## src/hdl/sdmb_pkg.sv

```systemverilog
// ----------------------------------------------------------------------------
// sdmb_pkg: shared types and constants of the SD multi-block sequencer
// Command, status and mode codes, the payload structs that travel between
// the stages, and the helper that forms the card command argument.
// ----------------------------------------------------------------------------
`default_nettype none

package sdmb_pkg;

   // Event codes carried by the request channel.
   localparam logic [2:0] CMD_START_WRITE = 3'd0;
   localparam logic [2:0] CMD_START_READ  = 3'd1;
   localparam logic [2:0] CMD_BLOCK_DONE  = 3'd2;
   localparam logic [2:0] CMD_XFER_ERROR  = 3'd3;
   localparam logic [2:0] CMD_RESET       = 3'd4;

   // Status codes returned with each response.
   localparam logic [1:0] ST_OK        = 2'd0;
   localparam logic [1:0] ST_ARG_ERROR = 2'd1;
   localparam logic [1:0] ST_BUSY      = 2'd2;
   localparam logic [1:0] ST_NO_ACTION = 2'd3;

   // Mode codes as shown on the response channel.
   localparam logic [2:0] MODE_CODE_IDLE    = 3'd0;
   localparam logic [2:0] MODE_CODE_SENDING = 3'd1;
   localparam logic [2:0] MODE_CODE_READING = 3'd2;
   localparam logic [2:0] MODE_CODE_FINISH  = 3'd3;
   localparam logic [2:0] MODE_CODE_ERROR   = 3'd4;

   // Byte addressing multiplies the block number by 512.
   localparam int unsigned ARG_SHIFT = 9;

   // Internal one-hot transfer mode.
   typedef enum logic [4:0] {
      MODE_IDLE    = 5'b00001,
      MODE_SENDING = 5'b00010,
      MODE_READING = 5'b00100,
      MODE_FINISH  = 5'b01000,
      MODE_ERROR   = 5'b10000
   } mode_type;

   typedef struct packed {
      logic [2:0]  command;
      logic [31:0] buffer_address;
      logic [31:0] block_address;
      logic [31:0] block_count;
   } req_item_type;

   typedef struct packed {
      logic [1:0]  status;
      logic        issue_block;
      logic        issue_write;
      logic [31:0] command_argument;
      logic [31:0] dma_base;
      logic        transfer_finished;
      logic [2:0]  mode_now;
   } rsp_item_type;

   typedef struct packed {
      logic [31:0] card_block_count;
      logic        standard_capacity;
   } cfg_type;

   // Card address argument: scaled to bytes on standard-capacity cards, wrapping
   // to 32 bits.
   function automatic logic [31:0] card_argument(input logic [31:0] blk,
                                                 input logic        std_cap);
      card_argument = std_cap ? (blk << ARG_SHIFT) : blk;
   endfunction

   // Map the one-hot mode to its external code.
   function automatic logic [2:0] mode_code(input mode_type m);
      unique case (m)
         MODE_IDLE:    mode_code = MODE_CODE_IDLE;
         MODE_SENDING: mode_code = MODE_CODE_SENDING;
         MODE_READING: mode_code = MODE_CODE_READING;
         MODE_FINISH:  mode_code = MODE_CODE_FINISH;
         MODE_ERROR:   mode_code = MODE_CODE_ERROR;
         default:      mode_code = MODE_CODE_IDLE;
      endcase
   endfunction

endpackage

`default_nettype wire

```

## src/hdl/sdmb_in_stage.sv

```systemverilog
// ----------------------------------------------------------------------------
// sdmb_in_stage: request input register
// Captures one request transfer and holds it until the sequencing stage
// consumes it; stalls the request side only while it is full and blocked.
// ----------------------------------------------------------------------------
`default_nettype none

module sdmb_in_stage (
   input  wire logic                  clock,
   input  wire logic                  reset,
   input  wire logic                  req_valid,
   output logic                       req_stall,
   input  wire sdmb_pkg::req_item_type req_item,
   input  wire logic                  advance,
   output logic                       item_valid,
   output sdmb_pkg::req_item_type     item
);
   import sdmb_pkg::*;

   logic         valid_ff;
   logic         valid_in;
   req_item_type item_ff;
   logic         load;

   // The register may take a new transfer when empty or when it drains now.
   assign load      = !valid_ff || advance;
   assign req_stall = !load;
   assign valid_in  = load ? req_valid : valid_ff;

   always_ff @(posedge clock) begin
      if (reset) begin
         valid_ff <= 1'b0;
      end else begin
         valid_ff <= valid_in;
      end
   end

   // Payload needs no reset.
   always_ff @(posedge clock) begin
      if (load && req_valid) begin
         item_ff <= req_item;
      end
   end

   assign item_valid = valid_ff;
   assign item       = item_ff;

endmodule

`default_nettype wire

```

## src/hdl/sdmb_core.sv

```systemverilog
// ----------------------------------------------------------------------------
// sdmb_core: transfer sequencing state and response logic
// Holds the mode, remaining count, card block and buffer address, and forms
// the response for the event in the input register in a single pass.
// ----------------------------------------------------------------------------
`default_nettype none

module sdmb_core #(
   parameter int unsigned BLOCK_BYTES = 512
) (
   input  wire logic                   clock,
   input  wire logic                   reset,
   input  wire sdmb_pkg::cfg_type      cfg,
   input  wire logic                   fire,
   input  wire sdmb_pkg::req_item_type item,
   output sdmb_pkg::rsp_item_type      result
);
   import sdmb_pkg::*;

   localparam logic [31:0] BUFFER_STEP = 32'(BLOCK_BYTES);

   mode_type    mode_ff,      mode_in;
   logic [31:0] remaining_ff, remaining_in;
   logic [31:0] block_ff,     block_in;
   logic [31:0] buffer_ff,    buffer_in;

   logic [32:0] range_end;
   logic        arg_bad;
   logic        busy;
   logic        issue;
   logic        finished;
   logic [1:0]  status;

   // Start checks: the range end is formed one bit wider so it cannot wrap.
   assign range_end = {1'b0, item.block_address} + {1'b0, item.block_count};
   assign arg_bad   = (item.buffer_address == 32'd0) || (item.block_count == 32'd0) ||
                      (range_end > {1'b0, cfg.card_block_count});
   assign busy      = !((mode_ff == MODE_IDLE) || (mode_ff == MODE_FINISH));

   // Next state and response flags for the current event.
   always_comb begin
      mode_in      = mode_ff;
      remaining_in = remaining_ff;
      block_in     = block_ff;
      buffer_in    = buffer_ff;
      issue        = 1'b0;
      finished     = 1'b0;
      status       = ST_NO_ACTION;
      unique case (item.command)
         CMD_START_WRITE, CMD_START_READ: begin
            if (arg_bad) begin
               status = ST_ARG_ERROR;
            end else if (busy) begin
               status = ST_BUSY;
            end else begin
               mode_in      = (item.command == CMD_START_WRITE) ? MODE_SENDING
                                                                 : MODE_READING;
               remaining_in = item.block_count;
               block_in     = item.block_address;
               buffer_in    = item.buffer_address;
               issue        = 1'b1;
               status       = ST_OK;
            end
         end
         CMD_BLOCK_DONE: begin
            if ((mode_ff == MODE_SENDING) || (mode_ff == MODE_READING)) begin
               if (remaining_ff <= 32'd1) begin
                  remaining_in = 32'd0;
                  block_in     = 32'd0;
                  buffer_in    = 32'd0;
                  mode_in      = MODE_FINISH;
                  finished     = 1'b1;
               end else begin
                  remaining_in = remaining_ff - 32'd1;
                  block_in     = block_ff + 32'd1;
                  buffer_in    = buffer_ff + BUFFER_STEP;
                  issue        = 1'b1;
               end
               status = ST_OK;
            end
         end
         CMD_XFER_ERROR: begin
            mode_in = MODE_ERROR;
            status  = ST_OK;
         end
         CMD_RESET: begin
            mode_in      = MODE_IDLE;
            remaining_in = 32'd0;
            block_in     = 32'd0;
            buffer_in    = 32'd0;
            status       = ST_OK;
         end
         default: begin
            status = ST_NO_ACTION;
         end
      endcase
   end

   // Response fields; issue fields read as zero when no block is issued.
   always_comb begin
      result.status            = status;
      result.issue_block       = issue;
      result.issue_write       = issue && (mode_in == MODE_SENDING);
      result.command_argument  = issue ? card_argument(block_in, cfg.standard_capacity)
                                       : 32'd0;
      result.dma_base          = issue ? buffer_in : 32'd0;
      result.transfer_finished = finished;
      result.mode_now          = mode_code(mode_in);
   end

   // State advances only when an event moves on to the response register.
   always_ff @(posedge clock) begin
      if (reset) begin
         mode_ff      <= MODE_IDLE;
         remaining_ff <= 32'd0;
         block_ff     <= 32'd0;
         buffer_ff    <= 32'd0;
      end else if (fire) begin
         mode_ff      <= mode_in;
         remaining_ff <= remaining_in;
         block_ff     <= block_in;
         buffer_ff    <= buffer_in;
      end
   end

endmodule

`default_nettype wire

```

## src/hdl/sdmb_out_stage.sv

```systemverilog
// ----------------------------------------------------------------------------
// sdmb_out_stage: response output register
// Holds one response until the receiver takes it and tells the earlier
// stage when the pipeline may advance.
// ----------------------------------------------------------------------------
`default_nettype none

module sdmb_out_stage (
   input  wire logic                   clock,
   input  wire logic                   reset,
   input  wire logic                   item_valid,
   input  wire sdmb_pkg::rsp_item_type result,
   output logic                        advance,
   output logic                        rsp_valid,
   input  wire logic                   rsp_stall,
   output sdmb_pkg::rsp_item_type      rsp_item
);
   import sdmb_pkg::*;

   logic         valid_ff;
   logic         valid_in;
   rsp_item_type item_ff;

   // The register accepts a new response when empty or being taken now.
   assign advance  = !valid_ff || !rsp_stall;
   assign valid_in = advance ? item_valid : valid_ff;

   always_ff @(posedge clock) begin
      if (reset) begin
         valid_ff <= 1'b0;
      end else begin
         valid_ff <= valid_in;
      end
   end

   always_ff @(posedge clock) begin
      if (advance && item_valid) begin
         item_ff <= result;
      end
   end

   assign rsp_valid = valid_ff;
   assign rsp_item  = item_ff;

endmodule

`default_nettype wire

```

## src/hdl/sd_multiblock_dma_sequencer_unit.sv

```systemverilog
// ----------------------------------------------------------------------------
// sd_multiblock_dma_sequencer_unit: SD multi-block transfer sequencer
// A request transfer passes the input register, then the response register.
// Throughput: one event per cycle while the receiver does not stall, set by
// the single-pass state update.
// Reset: synchronous; clears mode, counters, addresses and config registers.
// ----------------------------------------------------------------------------
`default_nettype none

module sd_multiblock_dma_sequencer_unit #(
   parameter int unsigned BLOCK_BYTES = 512
) (
   input  wire logic        clock,
   input  wire logic        reset,
   // Request channel
   input  wire logic        req_valid,
   output logic             req_stall,
   input  wire logic [2:0]  req_command,
   input  wire logic [31:0] req_buffer_address,
   input  wire logic [31:0] req_block_address,
   input  wire logic [31:0] req_block_count,
   // Response channel
   output logic             rsp_valid,
   input  wire logic        rsp_stall,
   output logic [1:0]       rsp_status,
   output logic             rsp_issue_block,
   output logic             rsp_issue_write,
   output logic [31:0]      rsp_command_argument,
   output logic [31:0]      rsp_dma_base,
   output logic             rsp_transfer_finished,
   output logic [2:0]       rsp_mode_now,
   // Configuration write channel
   input  wire logic        csr_valid,
   output logic             csr_ready,
   input  wire logic        csr_index,
   input  wire logic [31:0] csr_data
);
   import sdmb_pkg::*;

   localparam logic CSR_CARD_BLOCKS = 1'b0;
   localparam logic CSR_STD_CAP     = 1'b1;

   req_item_type req_item;
   req_item_type item;
   logic         item_valid;
   logic         advance;
   rsp_item_type result;
   rsp_item_type rsp_item;
   cfg_type      cfg_ff;

   // Configuration registers; writes are always taken.
   assign csr_ready = 1'b1;

   always_ff @(posedge clock) begin
      if (reset) begin
         cfg_ff <= '0;
      end else if (csr_valid) begin
         unique case (csr_index)
            CSR_CARD_BLOCKS: cfg_ff.card_block_count  <= csr_data;
            CSR_STD_CAP:     cfg_ff.standard_capacity <= csr_data[0];
            default:         cfg_ff <= cfg_ff;
         endcase
      end
   end

   assign req_item.command        = req_command;
   assign req_item.buffer_address = req_buffer_address;
   assign req_item.block_address  = req_block_address;
   assign req_item.block_count    = req_block_count;

   sdmb_in_stage u_in_stage (
      .clock      (clock),
      .reset      (reset),
      .req_valid  (req_valid),
      .req_stall  (req_stall),
      .req_item   (req_item),
      .advance    (advance),
      .item_valid (item_valid),
      .item       (item)
   );

   sdmb_core #(
      .BLOCK_BYTES (BLOCK_BYTES)
   ) u_core (
      .clock  (clock),
      .reset  (reset),
      .cfg    (cfg_ff),
      .fire   (item_valid && advance),
      .item   (item),
      .result (result)
   );

   sdmb_out_stage u_out_stage (
      .clock      (clock),
      .reset      (reset),
      .item_valid (item_valid),
      .result     (result),
      .advance    (advance),
      .rsp_valid  (rsp_valid),
      .rsp_stall  (rsp_stall),
      .rsp_item   (rsp_item)
   );

   assign rsp_status            = rsp_item.status;
   assign rsp_issue_block       = rsp_item.issue_block;
   assign rsp_issue_write       = rsp_item.issue_write;
   assign rsp_command_argument  = rsp_item.command_argument;
   assign rsp_dma_base          = rsp_item.dma_base;
   assign rsp_transfer_finished = rsp_item.transfer_finished;
   assign rsp_mode_now          = rsp_item.mode_now;

endmodule

`default_nettype wire

```

## config.mk

```make
export PLATFORM = sky130hd
export DESIGN_NAME = sd_multiblock_dma_sequencer_unit
export DESIGN_NICKNAME = d
export VERILOG_FILES = /design/src/hdl/sdmb_pkg.sv /design/src/hdl/sdmb_in_stage.sv /design/src/hdl/sdmb_core.sv /design/src/hdl/sdmb_out_stage.sv /design/src/hdl/sd_multiblock_dma_sequencer_unit.sv
export SDC_FILE = /design/constraint.sdc
export NUM_CORES = 1
export LEC_CHECK = 0
export BUFFER_PORTS_ARGS = -buffer_cell sky130_fd_sc_hd__buf_2
export CAP_MARGIN = 10
export CORE_MARGIN = 4
export CORE_UTILIZATION = 59
export CTS_CLUSTER_SIZE = 16
export DETAILED_ROUTE_END_ITERATION = 10
export MAX_ROUTING_LAYER = met4
export PLACE_DENSITY = 0.78
export SLEW_MARGIN = 30
export SYNTH_ARGS = -nofsm -noshare
export SYNTH_HDL_FRONTEND = slang
export SYNTH_HIERARCHICAL = 1
export SYNTH_SLANG_ARGS = --single-unit
```

## constraint.sdc

```tcl
create_clock -name clock -period 6.1 [get_ports clock]
set_input_delay 0.305 -clock clock [delete_from_list [all_inputs] [get_ports clock]]
set_output_delay 0.305 -clock clock [all_outputs]
set_load 0.005 [all_outputs]
```

==> Word-level counts from Yosys, hierarchy flattened <==
Index checks and enable logic that the tools add are counted.
{ "op_classes": {"n_mul": 0, "mux": 33, "n_addsub": 4, "n_reduce_logical": 24, "shifts": 0, "bitwise": 2, "eq_ne": 15, "magnitude_cmp": 2, "n_div": 0} }
{ "op_table": {"columns": ["cell", "n"], "rows": [
  ["2-to-1 mux 32 bit", 13],
  ["one-hot mux 32 bit (3 select lines)", 3],
  ["logical NOT 32 bit", 2],
  ["adder 32 x 32 -> 33 bit", 1],
  ["greater-than comparator 33 x 32 -> 1 bit", 1],
  ["adder 32 x 1 -> 32 bit, second input constant", 1],
  ["adder 32 x 10 -> 32 bit, second input constant", 1],
  ["less-or-equal comparator 32 x 1 -> 1 bit, second input constant", 1],
  ["subtractor 32 x 1 -> 32 bit, second input constant", 1],
  ["2-to-1 mux 5 bit", 4],
  ["one-hot mux 5 bit (4 select lines)", 1],
  ["one-hot mux 3 bit (4 select lines)", 1],
  ["equality test 5 x 2 -> 1 bit, second input constant", 2],
  ["equality test 5 x 3 -> 1 bit, second input constant", 2],
  ["equality test 5 x 4 -> 1 bit, second input constant", 2],
  ["equality test 3 x 2 -> 1 bit, second input constant", 2],
  ["logical OR 1 bit", 6],
  ["2-to-1 mux 2 bit", 3],
  ["one-hot mux 2 bit (3 select lines)", 1],
  ["AND reduction 2 bit", 3],
  ["OR reduction 2 bit", 3],
  ["equality test 5 x 1 -> 1 bit, second input constant", 1],
  ["equality test 5 bit, second input constant", 1],
  ["2-to-1 mux 1 bit", 5],
  ["12 further kinds", 19]
]} }
{ "word_totals": {"ramBits": 0, "mem_count": 0, "ff_bits": 307, "latch_bits": 0, "mem_bits_ro": 0, "in_bits": 137, "out_inout_bits": 75} }

==> Longest topological paths before layout <==
Gate-level depths: netlist of the first run.
{ "depth": {"word_depth": 7, "mapped_depth": 25, "ltp_nobuf": 23} }

==> Hierarchy <==
Netlist of the first run, hierarchy kept.
{ "by_module_without_submodules": {"columns": ["mod", "cells_per_inst", "area_per_inst_um2", "n_inst"], "rows": [
  ["sdmb_core", 1415, 9945.8, 1],
  ["sdmb_in_stage", 103, 3022.9, 1],
  ["sdmb_out_stage", 77, 2200.9, 1],
  ["sd_multiblock_dma_sequencer_unit", 152, 1695.4, 1]
]} }

==> Least setup slack after synthesis of the first run <==
No wires, ideal clock.
{ "synth_timing": {"path_type": "flip-flop to flip-flop", "start": "register u_out_stage.valid_ff, in the netlist u_out_stage/rsp_valid", "end": "register u_in_stage.item_ff, in the netlist u_in_stage/item[0] (enable)", "synth_period_minus_slack_ps": 5439, "setup_time_ps": 569, "path_buffers": 0, "setup_slack_ps": 661, "path_stages_with_launch": 4, "t_required_ps": 5531, "t_arrival_ps": 4870, "path_cell_list": "dfxtp_1 nand2_1 nor2b_4 nor2b_1"} }
{ "synth_between": {"elab_chain_cells": 4} }
{ "synth_lines": {"columns": ["item", "line_no", "text"], "rows": [
  ["start: declaration", "sdmb_out_stage.sv:20", "logic valid_ff;"],
  ["start signal: assignment", "sdmb_out_stage.sv:32", "valid_ff <= valid_in;"],
  ["logical NOT 1 bit", "sdmb_out_stage.sv:25", "assign advance = !valid_ff || !rsp_stall;"],
  ["logical OR 1 bit", "sdmb_out_stage.sv:25", null],
  ["named net advance", "sd_multiblock_dma_sequencer_unit.sv:46", "logic advance;"],
  ["logical OR 1 bit", "sdmb_in_stage.sv:26", "assign load = !valid_ff || advance;"],
  ["logical AND 1 bit", "sdmb_in_stage.sv:40", "if (load && req_valid) begin"],
  ["end signal: assignment", "sdmb_in_stage.sv:41", "item_ff <= req_item;"],
  ["end: declaration", "sdmb_in_stage.sv:22", "req_item_type item_ff;"]
]} }
The timed path passes the listed nets, and every way through them passes these cells.
A chain may end at the register's enable or synchronous reset.

==> Worst setup path in the final report of the first run <==
{ "layout_timing": {"start": "register u_in_stage.item_ff, in the netlist u_in_stage/item[16]", "end": "register u_out_stage.item_ff, in the netlist u_out_stage/rsp_item[63], data pin"} }
{ "layout_between": {"elab_chain_cells": 6, "elab_cells_between_ends": 10, "classes_between": "add/sub (1); order compare (1); mux (5); reduce/logical (3)"} }
{ "layout_lines": {"columns": ["item", "line_no", "text"], "rows": [
  ["adder 32 x 32 -> 33 bit or logical NOT 32 bit (tied branches)", "sdmb_core.sv:35, sdmb_core.sv:36", null],
  ["greater-than comparator 33 x 32 -> 1 bit or logical OR 1 bit (tied branches)", "sdmb_core.sv:37, sdmb_core.sv:36", null],
  ["logical OR 1 bit *", "sdmb_core.sv:36", "assign arg_bad = (item.buffer_address == 32'd0) || (item.block_count == 32'd0) ||"],
  ["2-to-1 mux 32 bit", "sdmb_core.sv:51", "if (arg_bad) begin"],
  ["one-hot mux 32 bit (3 select lines)", "sdmb_core.sv:49", "unique case (item.command)"],
  ["2-to-1 mux 32 bit", "sdmb_pkg.sv:68", "card_argument = std_cap ? (blk << ARG_SHIFT) : blk;"],
  ["end signal: assignment", "sdmb_out_stage.sv:38", "item_ff <= result;"],
  ["end: declaration", "sdmb_out_stage.sv:22", "rsp_item_type item_ff;"]
]} }
Mark *: on every way between the ends. The rest lies on a longest branch, timed or not.

==> impl_metrics.json, run 1 <==
{
  "rows": 61,
  "p_sw_frac": 0.2831,
  "dp.cells": 2296,
  "port_buffers": 210,
  "synth_top_family_by_area": "compound AO/OA/AOI/OAI gates",
  "rr_startpoint": "u_in_stage/item[16]",
  "finalWorstSetupSlack_ps": 124.6,
  "drcViolationCount": 0,
  "cap_violations": 0,
  "ys_types": 85,
  "fin_crit_sh": 0.9796,
  "hold_viol": 0,
  "hold_path_class": "in -> reg",
  "grt_overflow_total": 0,
  "gp_congestion": 0.9682,
  "clk_latency_ps": 530,
  "p_leak_nw": 7.698,
  "drt-initial-drc-count": 2081,
  "synth_fa_ha_area_frac": 0.05164,
  "p_int_mw": 4.037,
  "end_kind": "flip-flop",
  "seqPwrFrac": 0.425,
  "max_freq_mhz": 167.4,
  "whs_endpoint": "u_in_stage/item[47]",
  "yosys.area_share.simple": 0.1884,
  "fin_setup_tns_ps": 0,
  "cp_top_family": "compound AO/OA/AOI/OAI gates",
  "fp.coreArea_um2": 28010,
  "synthMuxAreaShare": 0.007790,
  "critPathBufInv": 1,
  "crit_path_frequent_cell": "a211oi_1",
  "drtAntennaViolNets": 0,
  "crit_slowest_cell": "or4_1",
  "cp.arrival_ps": 6220,
  "ioPinCount": 212,
  "start_util": 0.6021,
  "synth_compound_area_frac": 0.2089,
  "ys.flop_type": "edfxtp_1",
  "nNetsFinal": 2260,
  "cts_root_buf": "clkbuf_16",
  "cts_tree": "yes",
  "dieWidth_um": 177.1,
  "netlist_area_um2": 16860,
  "worstPathCellList": "ha_1 > nand3_1 > or4_1 > a211o_1 > nand3_1 > a21o_1 > a21o_1 > a21oi_1 > xnor2_1 > ha_1 > a211oi_1 > o21bai_1 > a211oi_1 > o211ai_1 > a211o_2 > o31ai_2 > buf_4 > a21boi_0 > a2111oi_4 > a211oi_1",
  "synth_edf_count": 171,
  "regToRegSetupSlack_ps": 120,
  "die_h_um": 177.1,
  "gr-usage-all-layers": 0.3555,
  "grt_max_degree": 73,
  "p_clk_frac": 0.391,
  "fin_cells": 2460,
  "async_reset_ff_frac": 0,
  "clock_sinks": 307,
  "multiInputGateArea_um2": 8319,
  "cts_max_level": 2,
  "crit_path_max_incr_delay_ps": 540,
  "ir_worst_vdd_v": 0.0002466,
  "area_delta_synth_final_pct": 22.78,
  "clock_path_buffers": 3,
  "grt_pass1_wl_um": 84970,
  "cp_data_required_time_ps": 6350,
  "p_per_area_nw_per_um2": 271.9,
  "vias": 15858,
  "pre_cts_ws_ps": -156.3,
  "drt_pass1_iterations": 7,
  "tightestPinTransition_ps": 1035,
  "dpl.hpwl_um": 38290,
  "drt-total-wl_um": 55900,
  "synth_xor_area_frac": 0.03012,
  "postSynthCellCount": 1747,
  "ys_ff_latch": 307,
  "reg2reg_depth": 20,
  "crit_path_max_fanout": 10,
  "path_clk_slew_ps": 60,
  "finalCriticalPeriod_ps": 5975,
  "seqCellArea_um2": 7858,
  "post_cts_buffers": 0,
  "drv_slew": 0,
  "numCtsBuffers": 35,
  "worstSetupStartpointType": "flip-flop",
  "status": "complete, no violations",
  "dieArea_um2": 31350,
  "drive_above_1_share": 0.1927,
  "wl_per_cell_um": 22.72,
  "yosysWarnings": 6,
  "finalSetupViolations": 0,
  "holdCritStartpoint": "req_block_address[15]",
  "critical_path_class": "reg -> reg",
  "fill_cells": 2011,
  "avgSynthCellArea_um2": 9.654,
  "hold_depth": 1,
  "p_comb_frac": 0.184,
  "timing.rr.end": "u_out_stage/rsp_item[63]",
  "grt_pass1_vias": 15139,
  "maxSlewHeadroom": 0.3081,
  "antenna_found_initial": 1,
  "viasPerCell": 6.446,
  "fin_skew_ps": 28.04,
  "ys_seq_area_frac": 0.4659,
  "p_sw_mw": 1.594,
  "synth.net_count": 1953,
  "critical_path.startpoint": "u_in_stage/item[16]"
}
cell usage in the layout (no fill, tap or decap), types with 7 or more instances in the layout:
cell type      synthesis  routed
a211oi_1              41      41
clkbuf_1              57       8
dlygate4sd3_1          0      98
a31oi_1               15      15
nand4_1               22      22
nand2b_1              42      41
nand4bb_1             32      32
dfxtp_1              136     136
clkbuf_16              0      36
buf_4                  9      63
a21o_1                17      17
a311oi_1               7       7
inv_1                 65      65
nand3_1               39      39
a22o_1                25      25
xor2_1                22      22
o21ai_0              101     101
edfxtp_1             171     171
mux2i_1               12      12
nor2b_1               10       9
or4_1                 11      11
o22ai_1               12      12
and3_1                17      17
nand2_1              133     133
o41ai_1                7       7
a2111oi_0             10       7
o21ai_2               30      30
a21oi_1              134     133
xnor2_1               36      36
nor3_1                52      52
a21boi_0              12      12
nor2_1               164     160
and4_1                 9       9
and2_1                13      12
a221oi_1              30      29
a22oi_1               10      10
nor4_1                34      32
ha_1                  68      66
buf_2                 32     209
o21a_1                12      12
sequential cells by signal (all words and copies together), names as in the netlist:
name                   cells
u_in_stage/item_valid      1
u_in_stage/item           99
u_out_stage/rsp_item      72
u_core/remaining_ff       32
u_core/block_ff           32
u_core/mode_ff             5
cfg_ff                    33
u_core/buffer_ff          32
u_out_stage/rsp_valid      1
worst max-delay path by stage:
| stage | slack (ps) | end | cells after the start |
|---|---|---|---|
| 2_1_floorplan | 660 | u_in_stage/item[0] | 3 |
| 3_3_place_gp | -70 | u_out_stage/rsp_item[63] | 24 |
| 6_report | 120 | u_out_stage/rsp_item[63] | 20 |
| 3_5_place_dp | -160 | u_out_stage/rsp_item[63] | 24 |
| 4_1_cts | 90 | u_out_stage/rsp_item[66] | 24 |
| 5_1_grt | -30 | u_out_stage/rsp_item[63] | 21 |
routing by layer:
metal  vias to the layer above  GRT usage  part of all wire
li1                       7179          -                 -
met1                      7556     0.4919              0.41
met2                      1005     0.5407              0.45
met3                       118    0.06558              0.11
met4                         0     0.1028             0.028
met5                         -          -                 0
stage by stage:
stage / area (um2) / hold WS, ps / utilization / power, mW
floorplan: 16860 / 377.4 / - / 3.036
global placement: 18440 / 455.7 / 0.6583 / 3.343
detailed placement: 18440 / 462.8 / 0.6585 / 3.367
CTS: 20620 / 1.929 / 0.7361 / 5.593
global route: 20710 / 2.017 / 0.7393 / 5.819
finish: 20710 / 27.05 / 0.7393 / 5.631
power by group through the flow:
stage	clock network, mW	logic [mW]	registers [mW]
after global routing	2.30	1.12	2.40
after detailed placement	0	0.939	2.43
after floorplan	0	0.647	2.39
after CTS	2.21	0.997	2.39
final	2.20	1.04	2.39
after global placement	0	0.915	2.43
synthesized netlist by cell type (10+ instances only):
cell / instances / area (um2)
a21o_1: 17 / 127.6
and2_1: 13 / 81.33
buf_2: 32 / 160.2
nand4_1: 22 / 137.6
nand2b_1: 42 / 262.8
a221oi_1: 30 / 262.8
a21oi_1: 134 / 670.6
nor4_1: 34 / 212.7
o21ai_0: 101 / 505.5
xor2_1: 22 / 192.7
nor3_1: 52 / 260.3
dfxtp_1: 136 / 2723
nand3_1: 39 / 195.2
nand4bb_1: 32 / 360.4
o21ai_2: 30 / 262.8
ha_1: 68 / 850.8
or4_1: 11 / 82.58
o22ai_1: 12 / 75.07
inv_1: 65 / 244.0
nor2_1: 164 / 615.6
a2111oi_0: 10 / 87.58
mux2i_1: 12 / 120.1
nand2_1: 133 / 499.2
o21a_1: 12 / 90.09
xnor2_1: 36 / 315.3
and3_1: 17 / 106.4
a22oi_1: 10 / 75.07
a22o_1: 25 / 219.0
edfxtp_1: 171 / 5135
a211oi_1: 41 / 307.8
clkbuf_1: 57 / 214.0
nor2b_1: 10 / 62.56
a31oi_1: 15 / 93.84
a21boi_0: 12 / 90.09
kinds of logic (layout without fill, tap and decap cells):
logic type / Yosys count / count (layout)
AND/OR/NAND/NOR: 603 / 603
AO/OA/AOI/OAI: 524 / 524
flip-flops: 307 / 307
buffers and inverters: 172 / 506
adder cells (fa/ha/maj): 69 / 69
XOR/XNOR: 58 / 58
multiplexers: 13 / 13
other: 1 / 2
cell type report:
cell class | instances | area share
Antenna cell | 1 | 0.0001208
Multi-Input combinational cell | 1268 | 0.4018
Tap cell | 378 | 0.02284
Sequential cell | 307 | 0.3795
Inverter | 66 | 0.01196
Clock inverter | 19 | 0.01214
Clock buffer | 45 | 0.04562
Timing Repair Buffer | 376 | 0.1261
timing repair:
action                                 CTS  global route
cloned                                   0             0
hold buffers                            97             1
gates resized for setup                  2            12
setup endpoints to repair                1           124
pin swaps                                0             2
endpoints found under the hold margin   97             1
Note: power is estimated with default switching activity, not from simulation.
==> run 2: changes to the inputs <==
--- a/config.mk
+++ b/config.mk
@@ -12,7 +12,7 @@
 export CTS_CLUSTER_SIZE = 16
 export DETAILED_ROUTE_END_ITERATION = 10
 export MAX_ROUTING_LAYER = met4
-export PLACE_DENSITY = 0.78
+export PLACE_DENSITY = 0.79
 export SLEW_MARGIN = 30
 export SYNTH_ARGS = -nofsm -noshare
 export SYNTH_HDL_FRONTEND = slang
==> run 2 against run 1 <==
Compared with the run above:
- clock power about the same
- non-clock buffer count decreased by 3
- critical endpoint is now u_out_stage/rsp_item[0]
- first-iteration DRC count increased by 17%
- hold slack got worse by 21 ps
==> impl_metrics.json, run 2 (synthesized netlist as in run 1, its figures left out) <==
{
  "p_per_area_nw_per_um2": 270.4,
  "fin_skew_ps": 26.00,
  "cts_tree": "yes",
  "grt_pass1_vias": 14989,
  "p_int_mw": 4.010,
  "fin_setup_tns_ps": 0,
  "grt_pass1_wl_um": 85170,
  "vias": 15954,
  "wl_per_cell_um": 22.83,
  "gp_congestion": 0.9805,
  "port_buffers": 210,
  "cp_top_family": "compound AO/OA/AOI/OAI gates",
  "grt_max_degree": 103,
  "final_common_cell": "buf_2",
  "finalCriticalPeriod_ps": 5844,
  "clk_latency_ps": 530,
  "clock_sinks": 307,
  "p_clk_frac": 0.387,
  "critPathBufInv": 3,
  "path_clk_slew_ps": 60,
  "crit_path_frequent_cell": "buf_4",
  "dieWidth_um": 177.1,
  "status": "complete, no violations",
  "dpl.hpwl_um": 37190,
  "cts_max_level": 2,
  "critical_path_class": "reg -> reg",
  "crit_path_max_fanout": 9,
  "start_util": 0.6021,
  "finalSetupViolations": 0,
  "max_freq_mhz": 171.1,
  "p_sw_frac": 0.2853,
  "seqCellArea_um2": 7858,
  "p_sw_mw": 1.601,
  "area_delta_synth_final_pct": 23.07,
  "drv_slew": 0,
  "ir_worst_vdd_v": 0.0002345,
  "drive_above_1_share": 0.1949,
  "worstPathCellList": "ha_1 > a21oi_1 > o21ai_0 > a221o_1 > a21o_1 > a32o_1 > o21ai_0 > buf_4 > a31oi_1 > or4_1 > nand4_1 > ha_1 > and3_1 > nand2_1 > o211ai_1 > o21a_1 > a211o_4 > buf_4 > o41ai_1 > buf_4 > a22oi_2 > xnor2_1 > and3_1",
  "ioPinCount": 212,
  "rsz0062_at_grt": "false",
  "drt-total-wl_um": 56090,
  "tightestPinTransition_ps": 1118,
  "p_comb_frac": 0.187,
  "grt_overflow_total": 0,
  "end_kind": "flip-flop",
  "nNetsFinal": 2257,
  "cp.arrival_ps": 6120,
  "hold_viol": 0,
  "die_h_um": 177.1,
  "antenna_found_initial": 0,
  "largest_reg_flops": 99,
  "drt_pass1_iterations": 5,
  "fp.coreArea_um2": 28010,
  "worstSetupStartpointType": "flip-flop",
  "fin_crit_sh": 0.9581,
  "cap_violations": 0,
  "seqPwrFrac": 0.426,
  "gr-usage-all-layers": 0.3564,
  "dieArea_um2": 31350,
  "rows": 61,
  "final_cell_mix": "buf_2, edfxtp_1, nor2_1, dfxtp_1, nand2_1",
  "crit_path_max_incr_delay_ps": 500,
  "clock_path_buffers": 3,
  "fill_cells": 1996,
  "power_mw": 5.611,
  "cp_data_required_time_ps": 6380,
  "drt-initial-drc-count": 2425,
  "drtAntennaViolNets": 0,
  "cts_root_buf": "clkbuf_16",
  "holdWs_ps": 6.015,
  "viasPerCell": 6.493,
  "hold_path_class": "in -> reg",
  "maxSlewHeadroom": 0.2539,
  "crit_slowest_cell": "edfxtp_1",
  "multiInputGateArea_um2": 8378,
  "p_leak_nw": 7.732,
  "numCtsBuffers": 35,
  "drcViolationCount": 0
}
run 2: cell types whose count changed in the layout (fill, tap and decap cells not counted), sizes merged:
cell         delta
clkinv          +5
clkinvlp        -3
dlygate4sd3     -3
buf             -1
bufinv          -1
clkbuf          +1
inv             -1
run 2: path summary, 6_finish.rpt:
kind | startpoint | slack [ps] | to | cells past startpoint
max | u_in_stage/item[12] | 260 | u_out_stage/rsp_item[0] | 23
min | req_block_count[16] | 6 | u_in_stage/item[16] | 1
max reg2reg | u_in_stage/item[12] | 260 | u_out_stage/rsp_item[0] | 23
min reg2reg | cfg_ff[17] | 470 | cfg_ff[17] | 2
run 2: metal layers:
| metal | up-vias | wire (um) | track usage |
|---|---|---|---|
| met5 | - | 0 | - |
| met4 | 0 | 1952 | 0.1090 |
| met3 | 154 | 6388 | 0.06986 |
| met2 | 1038 | 25520 | 0.5455 |
| met1 | 7575 | 22230 | 0.4849 |
| li1 | 7187 | - | - |
run 2: what timing repair did:
item                                    4_1_cts  5_1_grt
pin swaps                                     0        5
endpoints found under the setup margin        1      148
resized for setup                             1       23
buffers inserted                              0        1
hold buffers                                 93        2
hold endpoints to repair                     93        2
cloned                                        0        1
run 2: metrics by stage:
step | std cells | setup WS [ps] | cell area, um2 | utilization
floorplan | 1747 | 660.9 | 16860 | -
global placement | 2292 | -50.11 | 18410 | 0.6571
detailed placement | 2293 | 46.49 | 18440 | 0.6583
CTS | 2450 | 28.56 | 20540 | 0.7334
global route | 2456 | 6.869 | 20750 | 0.7409
finish | 2457 | 255.8 | 20750 | 0.7410
run 2: worst register-to-register path: cells and delay by family (launching register included):
| family | cells | cell delay (ps) |
|---|---|---|
| buffers and inverters | 3 | 560 |
| and+or+nand+nor | 5 | 1070 |
| adders and majority gates | 2 | 700 |
| DFF | 1 | 500 |
| AOI/OAI and AO/OA | 12 | 2630 |
| xor gates and xnor gates | 1 | 150 |
run 2: layout make-up:
type / count / share of cell area
inverter: 66 / 0.01194
multi-input combinational: 1268 / 0.4037
tap: 378 / 0.02279
clock inverter: 19 / 0.01019
clock buffer: 45 / 0.04600
antenna: 1 / 0.0001206
sequential: 307 / 0.3786
timing repair buffer: 373 / 0.1267
run 2: power by group through the flow:
stage,logic (mW),registers (mW),clock network [mW]
final,1.05,2.39,2.17
after global routing,1.14,2.40,2.27
after CTS,0.998,2.38,2.18
after detailed placement,0.943,2.43,0
after global placement,0.916,2.42,0
after floorplan,0.647,2.39,0
